===== src/design/shacmp_pkg.sv =====
`default_nettype none
// ----------------------------------------------------------------------------
// shacmp_pkg
// Shared types, constants and round functions of the SHA-256 block
// compressor.
// ----------------------------------------------------------------------------
package shacmp_pkg;

  localparam int unsigned WORD_W      = 32;
  localparam int unsigned BLOCK_WORDS = 16;
  localparam int unsigned ROUNDS      = 64;
  localparam int unsigned HASH_WORDS  = 8;

  typedef logic [WORD_W-1:0] word_t;
  typedef logic [3:0]        word_idx_t;
  typedef logic [5:0]        round_idx_t;
  typedef logic [2:0]        hash_idx_t;

  localparam word_idx_t  LAST_WORD  = word_idx_t'(BLOCK_WORDS - 1);
  localparam round_idx_t LAST_ROUND = round_idx_t'(ROUNDS - 1);
  localparam hash_idx_t  LAST_HASH  = hash_idx_t'(HASH_WORDS - 1);

  typedef struct packed {
    logic       load_word;
    logic       init_hash;
    logic       start;
    logic       round_en;
    logic       update;
    round_idx_t round_idx;
    hash_idx_t  out_idx;
  } cmd_t;

  localparam word_t INIT_HASH [HASH_WORDS] = '{
    32'h6a09e667, 32'hbb67ae85, 32'h3c6ef372, 32'ha54ff53a,
    32'h510e527f, 32'h9b05688c, 32'h1f83d9ab, 32'h5be0cd19
  };

  localparam word_t ROUND_K [ROUNDS] = '{
    32'h428a2f98, 32'h71374491, 32'hb5c0fbcf, 32'he9b5dba5,
    32'h3956c25b, 32'h59f111f1, 32'h923f82a4, 32'hab1c5ed5,
    32'hd807aa98, 32'h12835b01, 32'h243185be, 32'h550c7dc3,
    32'h72be5d74, 32'h80deb1fe, 32'h9bdc06a7, 32'hc19bf174,
    32'he49b69c1, 32'hefbe4786, 32'h0fc19dc6, 32'h240ca1cc,
    32'h2de92c6f, 32'h4a7484aa, 32'h5cb0a9dc, 32'h76f988da,
    32'h983e5152, 32'ha831c66d, 32'hb00327c8, 32'hbf597fc7,
    32'hc6e00bf3, 32'hd5a79147, 32'h06ca6351, 32'h14292967,
    32'h27b70a85, 32'h2e1b2138, 32'h4d2c6dfc, 32'h53380d13,
    32'h650a7354, 32'h766a0abb, 32'h81c2c92e, 32'h92722c85,
    32'ha2bfe8a1, 32'ha81a664b, 32'hc24b8b70, 32'hc76c51a3,
    32'hd192e819, 32'hd6990624, 32'hf40e3585, 32'h106aa070,
    32'h19a4c116, 32'h1e376c08, 32'h2748774c, 32'h34b0bcb5,
    32'h391c0cb3, 32'h4ed8aa4a, 32'h5b9cca4f, 32'h682e6ff3,
    32'h748f82ee, 32'h78a5636f, 32'h84c87814, 32'h8cc70208,
    32'h90befffa, 32'ha4506ceb, 32'hbef9a3f7, 32'hc67178f2
  };

  function automatic word_t big_sigma0(input word_t x);
    big_sigma0 = {x[1:0], x[31:2]} ^ {x[12:0], x[31:13]} ^ {x[21:0], x[31:22]};
  endfunction

  function automatic word_t big_sigma1(input word_t x);
    big_sigma1 = {x[5:0], x[31:6]} ^ {x[10:0], x[31:11]} ^ {x[24:0], x[31:25]};
  endfunction

  function automatic word_t small_sigma0(input word_t x);
    small_sigma0 = {x[6:0], x[31:7]} ^ {x[17:0], x[31:18]} ^ {3'b000, x[31:3]};
  endfunction

  function automatic word_t small_sigma1(input word_t x);
    small_sigma1 = {x[16:0], x[31:17]} ^ {x[18:0], x[31:19]} ^ {10'b0, x[31:10]};
  endfunction

endpackage

`default_nettype wire


===== src/design/shacmp_dp.sv =====
`default_nettype none
// ----------------------------------------------------------------------------
// shacmp_dp
// Datapath: message schedule shift line, working variables, round logic and
// chaining value.
// ----------------------------------------------------------------------------
module shacmp_dp (
  input  wire                     clk,
  input  wire                     rst,
  input  shacmp_pkg::cmd_t        cmd,
  input  shacmp_pkg::word_t       message_word,
  output shacmp_pkg::word_t       digest_word
);

  shacmp_pkg::word_t hash [shacmp_pkg::HASH_WORDS];
  shacmp_pkg::word_t vars [shacmp_pkg::HASH_WORDS];
  shacmp_pkg::word_t sched [shacmp_pkg::BLOCK_WORDS];

  shacmp_pkg::word_t sched_new;
  shacmp_pkg::word_t sched_in;
  shacmp_pkg::word_t t1;
  shacmp_pkg::word_t t2;
  shacmp_pkg::word_t ch;
  shacmp_pkg::word_t maj;

  always_comb begin
    sched_new = shacmp_pkg::small_sigma1(sched[14]) + sched[9]
              + shacmp_pkg::small_sigma0(sched[1]) + sched[0];
    sched_in  = cmd.load_word ? message_word : sched_new;
    ch        = (vars[4] & vars[5]) ^ (~vars[4] & vars[6]);
    maj       = (vars[0] & vars[1]) ^ (vars[0] & vars[2]) ^ (vars[1] & vars[2]);
    t1        = vars[7] + shacmp_pkg::big_sigma1(vars[4]) + ch
              + shacmp_pkg::ROUND_K[cmd.round_idx] + sched[0];
    t2        = shacmp_pkg::big_sigma0(vars[0]) + maj;
  end

  // Shift the schedule window on each loaded word and on each round.
  always_ff @(posedge clk) begin
    if (cmd.load_word || cmd.round_en) begin
      for (int i = 0; i < shacmp_pkg::BLOCK_WORDS - 1; i++) begin
        sched[i] <= sched[i+1];
      end
      sched[shacmp_pkg::BLOCK_WORDS-1] <= sched_in;
    end
  end

  always_ff @(posedge clk) begin
    if (rst) begin
      for (int i = 0; i < shacmp_pkg::HASH_WORDS; i++) begin
        hash[i] <= shacmp_pkg::INIT_HASH[i];
        vars[i] <= '0;
      end
    end else begin
      if (cmd.init_hash) begin
        for (int i = 0; i < shacmp_pkg::HASH_WORDS; i++) begin
          hash[i] <= shacmp_pkg::INIT_HASH[i];
        end
      end else if (cmd.update) begin
        for (int i = 0; i < shacmp_pkg::HASH_WORDS; i++) begin
          hash[i] <= hash[i] + vars[i];
        end
      end
      if (cmd.start) begin
        for (int i = 0; i < shacmp_pkg::HASH_WORDS; i++) begin
          vars[i] <= hash[i];
        end
      end else if (cmd.round_en) begin
        vars[7] <= vars[6];
        vars[6] <= vars[5];
        vars[5] <= vars[4];
        vars[4] <= vars[3] + t1;
        vars[3] <= vars[2];
        vars[2] <= vars[1];
        vars[1] <= vars[0];
        vars[0] <= t1 + t2;
      end
    end
  end

  assign digest_word = hash[cmd.out_idx];

endmodule

`default_nettype wire


===== src/design/shacmp_ctrl.sv =====
`default_nettype none
// ----------------------------------------------------------------------------
// shacmp_ctrl
// Controller: word, round and digest counters and the block sequence.
// ----------------------------------------------------------------------------
module shacmp_ctrl (
  input  wire                  clk,
  input  wire                  rst,
  input  wire                  s_tvalid,
  output logic                 s_tready,
  input  wire                  first_block,
  input  wire                  last_block,
  output logic                 m_tvalid,
  input  wire                  m_tready,
  output logic                 m_tlast,
  output shacmp_pkg::cmd_t     cmd
);

  typedef enum logic [3:0] {
    ST_LOAD   = 4'b0001,
    ST_ROUND  = 4'b0010,
    ST_UPDATE = 4'b0100,
    ST_EMIT   = 4'b1000
  } state_t;

  state_t                 state;
  state_t                 state_next;
  shacmp_pkg::word_idx_t  word_count;
  shacmp_pkg::round_idx_t round_count;
  shacmp_pkg::hash_idx_t  emit_idx;
  logic                   last_flag;
  logic                   in_beat;
  logic                   out_beat;

  assign s_tready = (state == ST_LOAD);
  assign m_tvalid = (state == ST_EMIT);
  assign m_tlast  = (emit_idx == shacmp_pkg::LAST_HASH);
  assign in_beat  = s_tvalid && s_tready;
  assign out_beat = m_tvalid && m_tready;

  always_comb begin
    cmd           = '0;
    cmd.load_word = in_beat;
    cmd.init_hash = in_beat && first_block && (word_count == '0);
    cmd.start     = in_beat && (word_count == shacmp_pkg::LAST_WORD);
    cmd.round_en  = (state == ST_ROUND);
    cmd.update    = (state == ST_UPDATE);
    cmd.round_idx = round_count;
    cmd.out_idx   = emit_idx;
  end

  always_comb begin
    state_next = state;
    unique case (state)
      ST_LOAD: begin
        if (in_beat && (word_count == shacmp_pkg::LAST_WORD)) state_next = ST_ROUND;
      end
      ST_ROUND: begin
        if (round_count == shacmp_pkg::LAST_ROUND) state_next = ST_UPDATE;
      end
      ST_UPDATE: begin
        state_next = last_flag ? ST_EMIT : ST_LOAD;
      end
      ST_EMIT: begin
        if (out_beat && (emit_idx == shacmp_pkg::LAST_HASH)) state_next = ST_LOAD;
      end
      default: state_next = ST_LOAD;
    endcase
  end

  always_ff @(posedge clk) begin
    if (rst) begin
      state       <= ST_LOAD;
      word_count  <= '0;
      round_count <= '0;
      emit_idx    <= '0;
      last_flag   <= 1'b0;
    end else begin
      state <= state_next;
      if (in_beat) begin
        word_count <= word_count + 1'b1;
        if (word_count == shacmp_pkg::LAST_WORD) last_flag <= last_block;
      end
      if (state == ST_ROUND) round_count <= round_count + 1'b1;
      if (out_beat) emit_idx <= emit_idx + 1'b1;
    end
  end

  a_round_start: assert property (@(posedge clk) disable iff (rst)
    (in_beat && (word_count == shacmp_pkg::LAST_WORD))
      |=> (state == ST_ROUND && round_count == '0))
    else $error("rounds did not start from round zero");

  a_round_end: assert property (@(posedge clk) disable iff (rst)
    (state == ST_ROUND && round_count == shacmp_pkg::LAST_ROUND) |=> (state == ST_UPDATE))
    else $error("no update after the last round");

  a_emit_start: assert property (@(posedge clk) disable iff (rst)
    (state == ST_UPDATE && last_flag) |=> (state == ST_EMIT && emit_idx == '0))
    else $error("digest did not start at word zero");

  a_emit_end: assert property (@(posedge clk) disable iff (rst)
    (out_beat && emit_idx == shacmp_pkg::LAST_HASH) |=> (state == ST_LOAD && word_count == '0))
    else $error("block load not resumed after digest");

endmodule

`default_nettype wire


===== src/design/sha256_block_compressor_unit.sv =====
`default_nettype none
// ----------------------------------------------------------------------------
// sha256_block_compressor_unit
// SHA-256 compression of a padded message streamed as 32-bit words, with the
// digest streamed out after the last block.
//
//   channel  dir  payload
//   s_axis   in   tdata: message_word; tuser: first_block, last_block
//   m_axis   out  tdata: digest_word, digest_index; tlast: digest_last
//
// A block takes 16 word beats, 64 rounds at one round per cycle in the
// shared round unit, and a fold of the working variables into the
// chaining value. A last block adds 8 digest beats, one per cycle unstalled.
// Input is held off during rounds, the fold and digest output; the digest
// holds while m_axis_tready is low. Reset loads the standard initial hash.
// ----------------------------------------------------------------------------
module sha256_block_compressor_unit (
  input  wire         clk,
  input  wire         rst,
  input  wire         s_axis_tvalid,
  output logic        s_axis_tready,
  input  wire  [31:0] s_axis_tdata,   // [31:0] message_word
  input  wire  [1:0]  s_axis_tuser,   // [0] first_block, [1] last_block
  output logic        m_axis_tvalid,
  input  wire         m_axis_tready,
  output logic [39:0] m_axis_tdata,   // [31:0] digest_word, [34:32] digest_index
  output logic        m_axis_tlast
);

  shacmp_pkg::cmd_t  cmd;
  shacmp_pkg::word_t digest_word;

  shacmp_ctrl u_ctrl (
    .clk         (clk),
    .rst         (rst),
    .s_tvalid    (s_axis_tvalid),
    .s_tready    (s_axis_tready),
    .first_block (s_axis_tuser[0]),
    .last_block  (s_axis_tuser[1]),
    .m_tvalid    (m_axis_tvalid),
    .m_tready    (m_axis_tready),
    .m_tlast     (m_axis_tlast),
    .cmd         (cmd)
  );

  shacmp_dp u_dp (
    .clk          (clk),
    .rst          (rst),
    .cmd          (cmd),
    .message_word (s_axis_tdata),
    .digest_word  (digest_word)
  );

  assign m_axis_tdata = {5'b00000, cmd.out_idx, digest_word};

endmodule

`default_nettype wire


===== config.mk =====
export PLATFORM = sky130hd
export DESIGN_NAME = sha256_block_compressor_unit
export DESIGN_NICKNAME = d
export VERILOG_FILES = /design/src/design/shacmp_pkg.sv /design/src/design/shacmp_dp.sv /design/src/design/shacmp_ctrl.sv /design/src/design/sha256_block_compressor_unit.sv
export SDC_FILE = /design/constraint.sdc
export NUM_CORES = 2
export LEC_CHECK = 0
export BUFFER_PORTS_ARGS = -buffer_cell sky130_fd_sc_hd__buf_2
export CAP_MARGIN = 30
export CORE_ASPECT_RATIO = 0.75
export CORE_MARGIN = 2
export CORE_UTILIZATION = 50
export CTS_CLUSTER_SIZE = 25
export DETAILED_ROUTE_END_ITERATION = 16
export PLACE_DENSITY_LB_ADDON = 0.08
export SLEW_MARGIN = 30
export SYNTH_ARGS = -nofsm -noshare
export SYNTH_HDL_FRONTEND = slang
export SYNTH_HIERARCHICAL = 1
export SYNTH_SLANG_ARGS = --single-unit

===== constraint.sdc =====
create_clock -name clk -period 27.3 [get_ports clk]
set_input_delay 2.73 -clock clk [delete_from_list [all_inputs] [get_ports clk]]
set_output_delay 2.73 -clock clk [all_outputs]
set_load 0.03 [all_outputs]

Word-level counts from Yosys, hierarchy flattened
Memory sizes are Yosys's and may differ from the RTL's. A register that Yosys moved wholly into a read port is not among the register bits.
Index checks and enable logic that the tools add are counted.
Widths: inputs -> output; s select.
- word-level logic and storage cells: 161
- input port bits: 38
- output and inout port bits: 43
- memories: 4
- RAM bits: 1024
- bits in read-only memories: 2048
- flip-flop bits (word level): 18
- reductions and logical operators: 10
- $add $sub $neg: 21
- order comparisons: 1
- multiplexer cells: 60
- bitwise logic cells: 50
- eq/ne operators: 10
- memories (memory ; depth ; width ; read ports ; clocked after memory_dff ; wr ports ; line ; RTL):
    (name not given) ; 64 ; 32 ; 1 ; 0 ; 0 ; shacmp_dp.sv:33 ; + shacmp_pkg::ROUND_K[cmd.round_idx] + sched[0];
    u_dp.sched ; 16 ; 32 ; 16 ; 0 ; 16 ; shacmp_dp.sv:17 ; shacmp_pkg::word_t sched [shacmp_pkg::BLOCK_WORDS];
    u_dp.hash ; 8 ; 32 ; 9 ; 1 ; 8 ; shacmp_dp.sv:15 ; shacmp_pkg::word_t hash [shacmp_pkg::HASH_WORDS];
    u_dp.vars ; 8 ; 32 ; 8 ; 0 ; 8 ; shacmp_dp.sv:16 ; shacmp_pkg::word_t vars [shacmp_pkg::HASH_WORDS];
- operators with widths (operator ; count):
    $mux 32 ; 35
    $add 32x32->32 ; 18
    $xor 32x32->32 ; 9
    $and 32x32->32 ; 5
    $not 32->32 ; 1
    $or 1x1->1 ; 32
    $xor 32x22->32 ; 1
    $xor 32x29->32 ; 1
    $mux 1 ; 18
    $mux 4 ; 4
    $pmux 4 s4 ; 1
    $eq 4x4->1 const B ; 2
    $ge 7x7->1 const B ; 1
    $not 6->7 ; 1
    $add 6x1->6 const B ; 1
    $eq 6x6->1 const B ; 1
    $logic_and 1x1->1 ; 6
    $mux 3 ; 2
    $ne 2x2->1 const B ; 3
    $add 4x1->4 const B ; 1
    $eq 4x1->1 const B ; 1
    $eq 4x2->1 const B ; 1
    $eq 4x3->1 const B ; 1
    $logic_not 4->1 ; 1
    other kinds (5) ; 5

Depth between registers and ports, before layout
- depth after elaboration: 9
- depth in mapped cells: 45
- depth with buffers taken out: 42

Modules after synthesis
Netlist, hierarchy kept.
- modules (own cells, without submodules) (module ; sequential area each (sq um) ; area an instance (sq um) ; times used ; cells an instance):
    shacmp_dp ; 29788.6 ; 64525.6 ; 1 ; 5755
    shacmp_ctrl ; 360.3 ; 870.8 ; 1 ; 103
    sha256_block_compressor_unit ; 0.0 ; 41.3 ; 1 ; 6

Least setup slack after synthesis
No wires, ideal clock.
- path type: input port to flip-flop
- from: input s_axis_tvalid
- to: memory u_dp/sched[0][0] (netlist name), enable pin
- path slack: 16.871 ns
- stages on the path: 6
- buffers on the path: 3
- required time: 26.633 ns
- library setup time: 0.667 ns
- arrival: 9.762 ns
- cell sequence: inv_1 nor2_1 buf_4 clkbuf_1 buf_1 or2_2
- RTL lines (item ; line ; RTL):
    start, declared ; sha256_block_compressor_unit.sv:20 ; input wire s_axis_tvalid,
    end, declared ; shacmp_dp.sv:17 ;

==> impl_metrics.py <==
metrics = {
    "place": {
        "hpwl_mm": 154.9,
        "place.gp.congestion": 0.9740,
        "port_buffers": 75,
    },
    "worst_setup_path": {
        "start_kind": "flop",
        "cp_max_fo": 17,
        "arrival_ns": 11.49,
        "worst_path_max_delay_cell": "a211oi_1",
        "cp_data_required_time_ns": 27.80,
        "critPathMaxStageDelay_ns": 0.73,
        "path_common_cell": "inv_1",
        "worstSetupPathType": "reg -> reg",
        "endpoint_kind": "flop",
    },
    "sta": {
        "finalSetupTns_ns": 0,
        "maxSlewHeadroom_pct": 23.96,
        "finalHoldViolations": 0,
        "timing.fmax_ghz": 0.09096,
        "period_share_pct": 40.27,
        "post-route-min-period_ns": 10.99,
        "rsz0062_at_grt": "false",
        "tightest_slew_ns": 1.131,
        "setup_viol": 0,
        "fin_skew_ns": 0.06646,
        "slew_violations": 0,
    },
    "cells_and_area": {
        "nNetsFinal": 6476,
        "syn_to_final_growth_pct": 9.004,
        "nFillCells": 11210,
        "multi_input_area_um2": 33070,
        "seqCellArea_um2": 30170,
        "drive_above_1_share_pct": 8.713,
    },
    "synthesis": {
        "ys_types": 97,
        "async_flop_share_pct": 0,
        "yosys_warnings": 6,
        "synth-edff-count": 928,
        "synthMuxAreaShare_pct": 4.841,
        "synthSimpleGateAreaFrac_pct": 8.788,
        "synth-xor-area-share_pct": 7.642,
        "syn_inst": 5864,
        "synthAdderAreaFrac_pct": 13.49,
        "synth-main-ff-cell": "edfxtp_1",
        "synth_compound_area_share_pct": 15.56,
        "ys_seq_elements": 1042,
        "syn_area_per_cell_um2": 11.16,
        "synth_top_family_by_area": "compound AO/OA/AOI/OAI gates",
        "netlist_area_um2": 65440,
        "seq_area_frac_synth_pct": 46.07,
    },
    "clock_tree": {
        "insertion_delay_ns": 0.78,
        "ctsResizeCount": 0,
        "clockRootBuffer": "clkbuf_16",
        "hold_buffers": 0,
        "cts_tree": "done",
        "clkTransAtPathRegs_ns": 0.07,
        "cts.sinks": 1042,
        "post_cts_buffers": 0,
        "ctsLongestPathBuffers": 3,
        "cts_buffers": 109,
        "htree_num_levels": 3,
    },
    "min_path": {
        "hold_path.class": "reg -> reg",
    },
    "pwr": {
        "leakage_nw": 27.49,
        "p_total_mw": 6.063,
        "ir_drop_uv": 106.2,
        "p_per_area_nw_per_um2": 85.00,
    },
    "floorplan": {
        "dieArea_um2": 133800,
        "rows": 114,
        "start_util_pct": 50.58,
        "dieWidth_um": 421.7,
        "num_io_pins": 81,
        "dieHeight_um": 317.3,
        "core_area_um2": 129400,
    },
    "drt": {
        "topRoutingLayerUsed": "met4",
        "wl_met3_mm": 21.88,
        "routedWlPerCell_um": 26.89,
        "wl_met2_mm": 78.85,
        "routedLengthMet1_mm": 103.1,
        "drt_iter0_markers": 5932,
        "dr.pass1.iters": 6,
        "ant_nets": 0,
        "routed_wl_mm": 206.8,
        "vias": 47310,
        "via_per_inst": 6.153,
        "drcViolationCount": 0,
    },
    "global_route": {
        "grt.overflow.total": 0,
        "grt_pass1_vias": 42780,
        "antenna_found_initial": 5,
        "grtUsageTotal_pct": 30.53,
        "grt_pass1_wl_mm": 299.5,
        "grt_max_degree": 191,
    },
    "run": {
        "drv_cap": 0,
    },
    "status": {
        "status": "completed",
    },
}
## final timing paths
check	startpoint	endpoint	slack, ns	cells after the start
worst max register to register	u_ctrl/round_count[1]	u_dp/vars[0][30]	16.31	38
worst min register to register	u_dp/sched[0][141]	u_dp/sched[0][109]	0.39	0
worst max-delay path	u_ctrl/round_count[1]	u_dp/vars[0][30]	16.31	38
worst min-delay path	u_dp/sched[0][141]	u_dp/sched[0][109]	0.39	0
## area by class of cell
class / instances / share of cell area (%)
multi-input cells: 4205 / 46.36
flip-flops and latches: 1042 / 42.29
clock inverters: 66 / 1.012
inverters: 344 / 1.817
well taps: 1740 / 3.052
diodes: 3 / 0.01052
repair buffers: 150 / 1.396
clock buffers: 138 / 4.061
## cell usage after synthesis, types with 50 or more instances
master / n / area, µm²
mux2_2: 58 / 653.1
a22o_1: 137 / 1200
o21ai_0: 349 / 1747
mux4_2: 73 / 1644
nor2b_1: 51 / 319.1
mux2i_1: 87 / 870.8
a21o_1: 199 / 1494
fa_1: 195 / 3904
o21a_1: 59 / 442.9
a31oi_1: 50 / 312.8
nand3_1: 80 / 400.4
a211oi_1: 52 / 390.4
nand2_1: 407 / 1528
a21oi_1: 404 / 2022
ha_1: 391 / 4892
nor3_1: 72 / 360.4
nor2_1: 421 / 1580
dfxtp_1: 114 / 2282
edfxtp_1: 928 / 27870
inv_1: 339 / 1272
xnor2_1: 364 / 3188
nand2b_1: 64 / 400.4
clkbuf_1: 228 / 855.8
xor2_1: 207 / 1813
## through the flow
stage | instance area [µm²] | hold slack, ns | cells | setup WS [ns] | utilization (%)
floorplan | 65450 | 0.4003 | 5868 | 16.87 | -
global placement | 67620 | 0.4001 | 7480 | 16.93 | 52.27
detailed placement | 67660 | 0.4045 | 7480 | 16.66 | 52.30
CTS | 71280 | 0.3981 | 7684 | 16.67 | 55.10
global route | 71320 | 0.4017 | 7685 | 15.89 | 55.13
finish | 71330 | 0.3899 | 7688 | 16.31 | 55.14
## worst max-delay path: cells and delay by family (launching register included)
kind                     cells  cell delay (ns)
XOR/XNOR                     2             0.34
multiplexers                 1             0.56
AND/OR/NAND/NOR              9             1.78
buffers and inverters        6             0.94
AO/OA/AOI/OAI               13             3.12
flip-flops                   1             0.67
adder cells (fa/ha/maj)      7             3.31
## state kept, by name, indices dropped and copies added, names as in the netlist
register,count
u_ctrl/state,4
u_ctrl/last_flag,1
u_ctrl/round_count,6
u_dp/vars,256
u_ctrl/emit_idx,3
u_dp/hash,256
u_ctrl/word_count,4
u_dp/sched,512
## layer usage
metal  vias up  track usage, %
met1     23570           51.06
met5         -               0
met4         0           5.010
met3       189           7.403
li1      21390               -
met2      2159           39.27
## cells in the final DEF, fill, tap and decap left out, drive strengths merged, types with 80 or more instances in the layout
| cell | instances |
|---|---|
| buf | 150 |
| clkbuf | 138 |
| nand2 | 407 |
| xor2 | 207 |
| a21o | 199 |
| fa | 195 |
| ha | 391 |
| a21oi | 408 |
| xnor2 | 364 |
| inv | 345 |
| edfxtp | 928 |
| a22o | 137 |
| dfxtp | 114 |
| o21ai | 374 |
| mux2i | 87 |
| nand3 | 80 |
| nor2 | 422 |
## kinds of logic (layout without fill, tap and decap cells)
| kind of cell | after synthesis | in the layout |
|---|---|---|
| XOR/XNOR | 571 | 571 |
| AO/OA/AOI/OAI | 1558 | 1558 |
| buffers and inverters | 621 | 698 |
| multiplexers | 218 | 218 |
| other | 1 | 8 |
| flip-flops | 1042 | 1042 |
| AND/OR/NAND/NOR | 1264 | 1264 |
| adder cells (fa/ha/maj) | 589 | 589 |
## power by group
group | internal (mW) | leakage, nW | switching, mW
Sequential | 1.89 | 9.86 | 0.0997
Clock | 0.852 | 1.75 | 0.675
Combinational | 0.994 | 15.9 | 1.55
(Power assumes the default switching activity.)
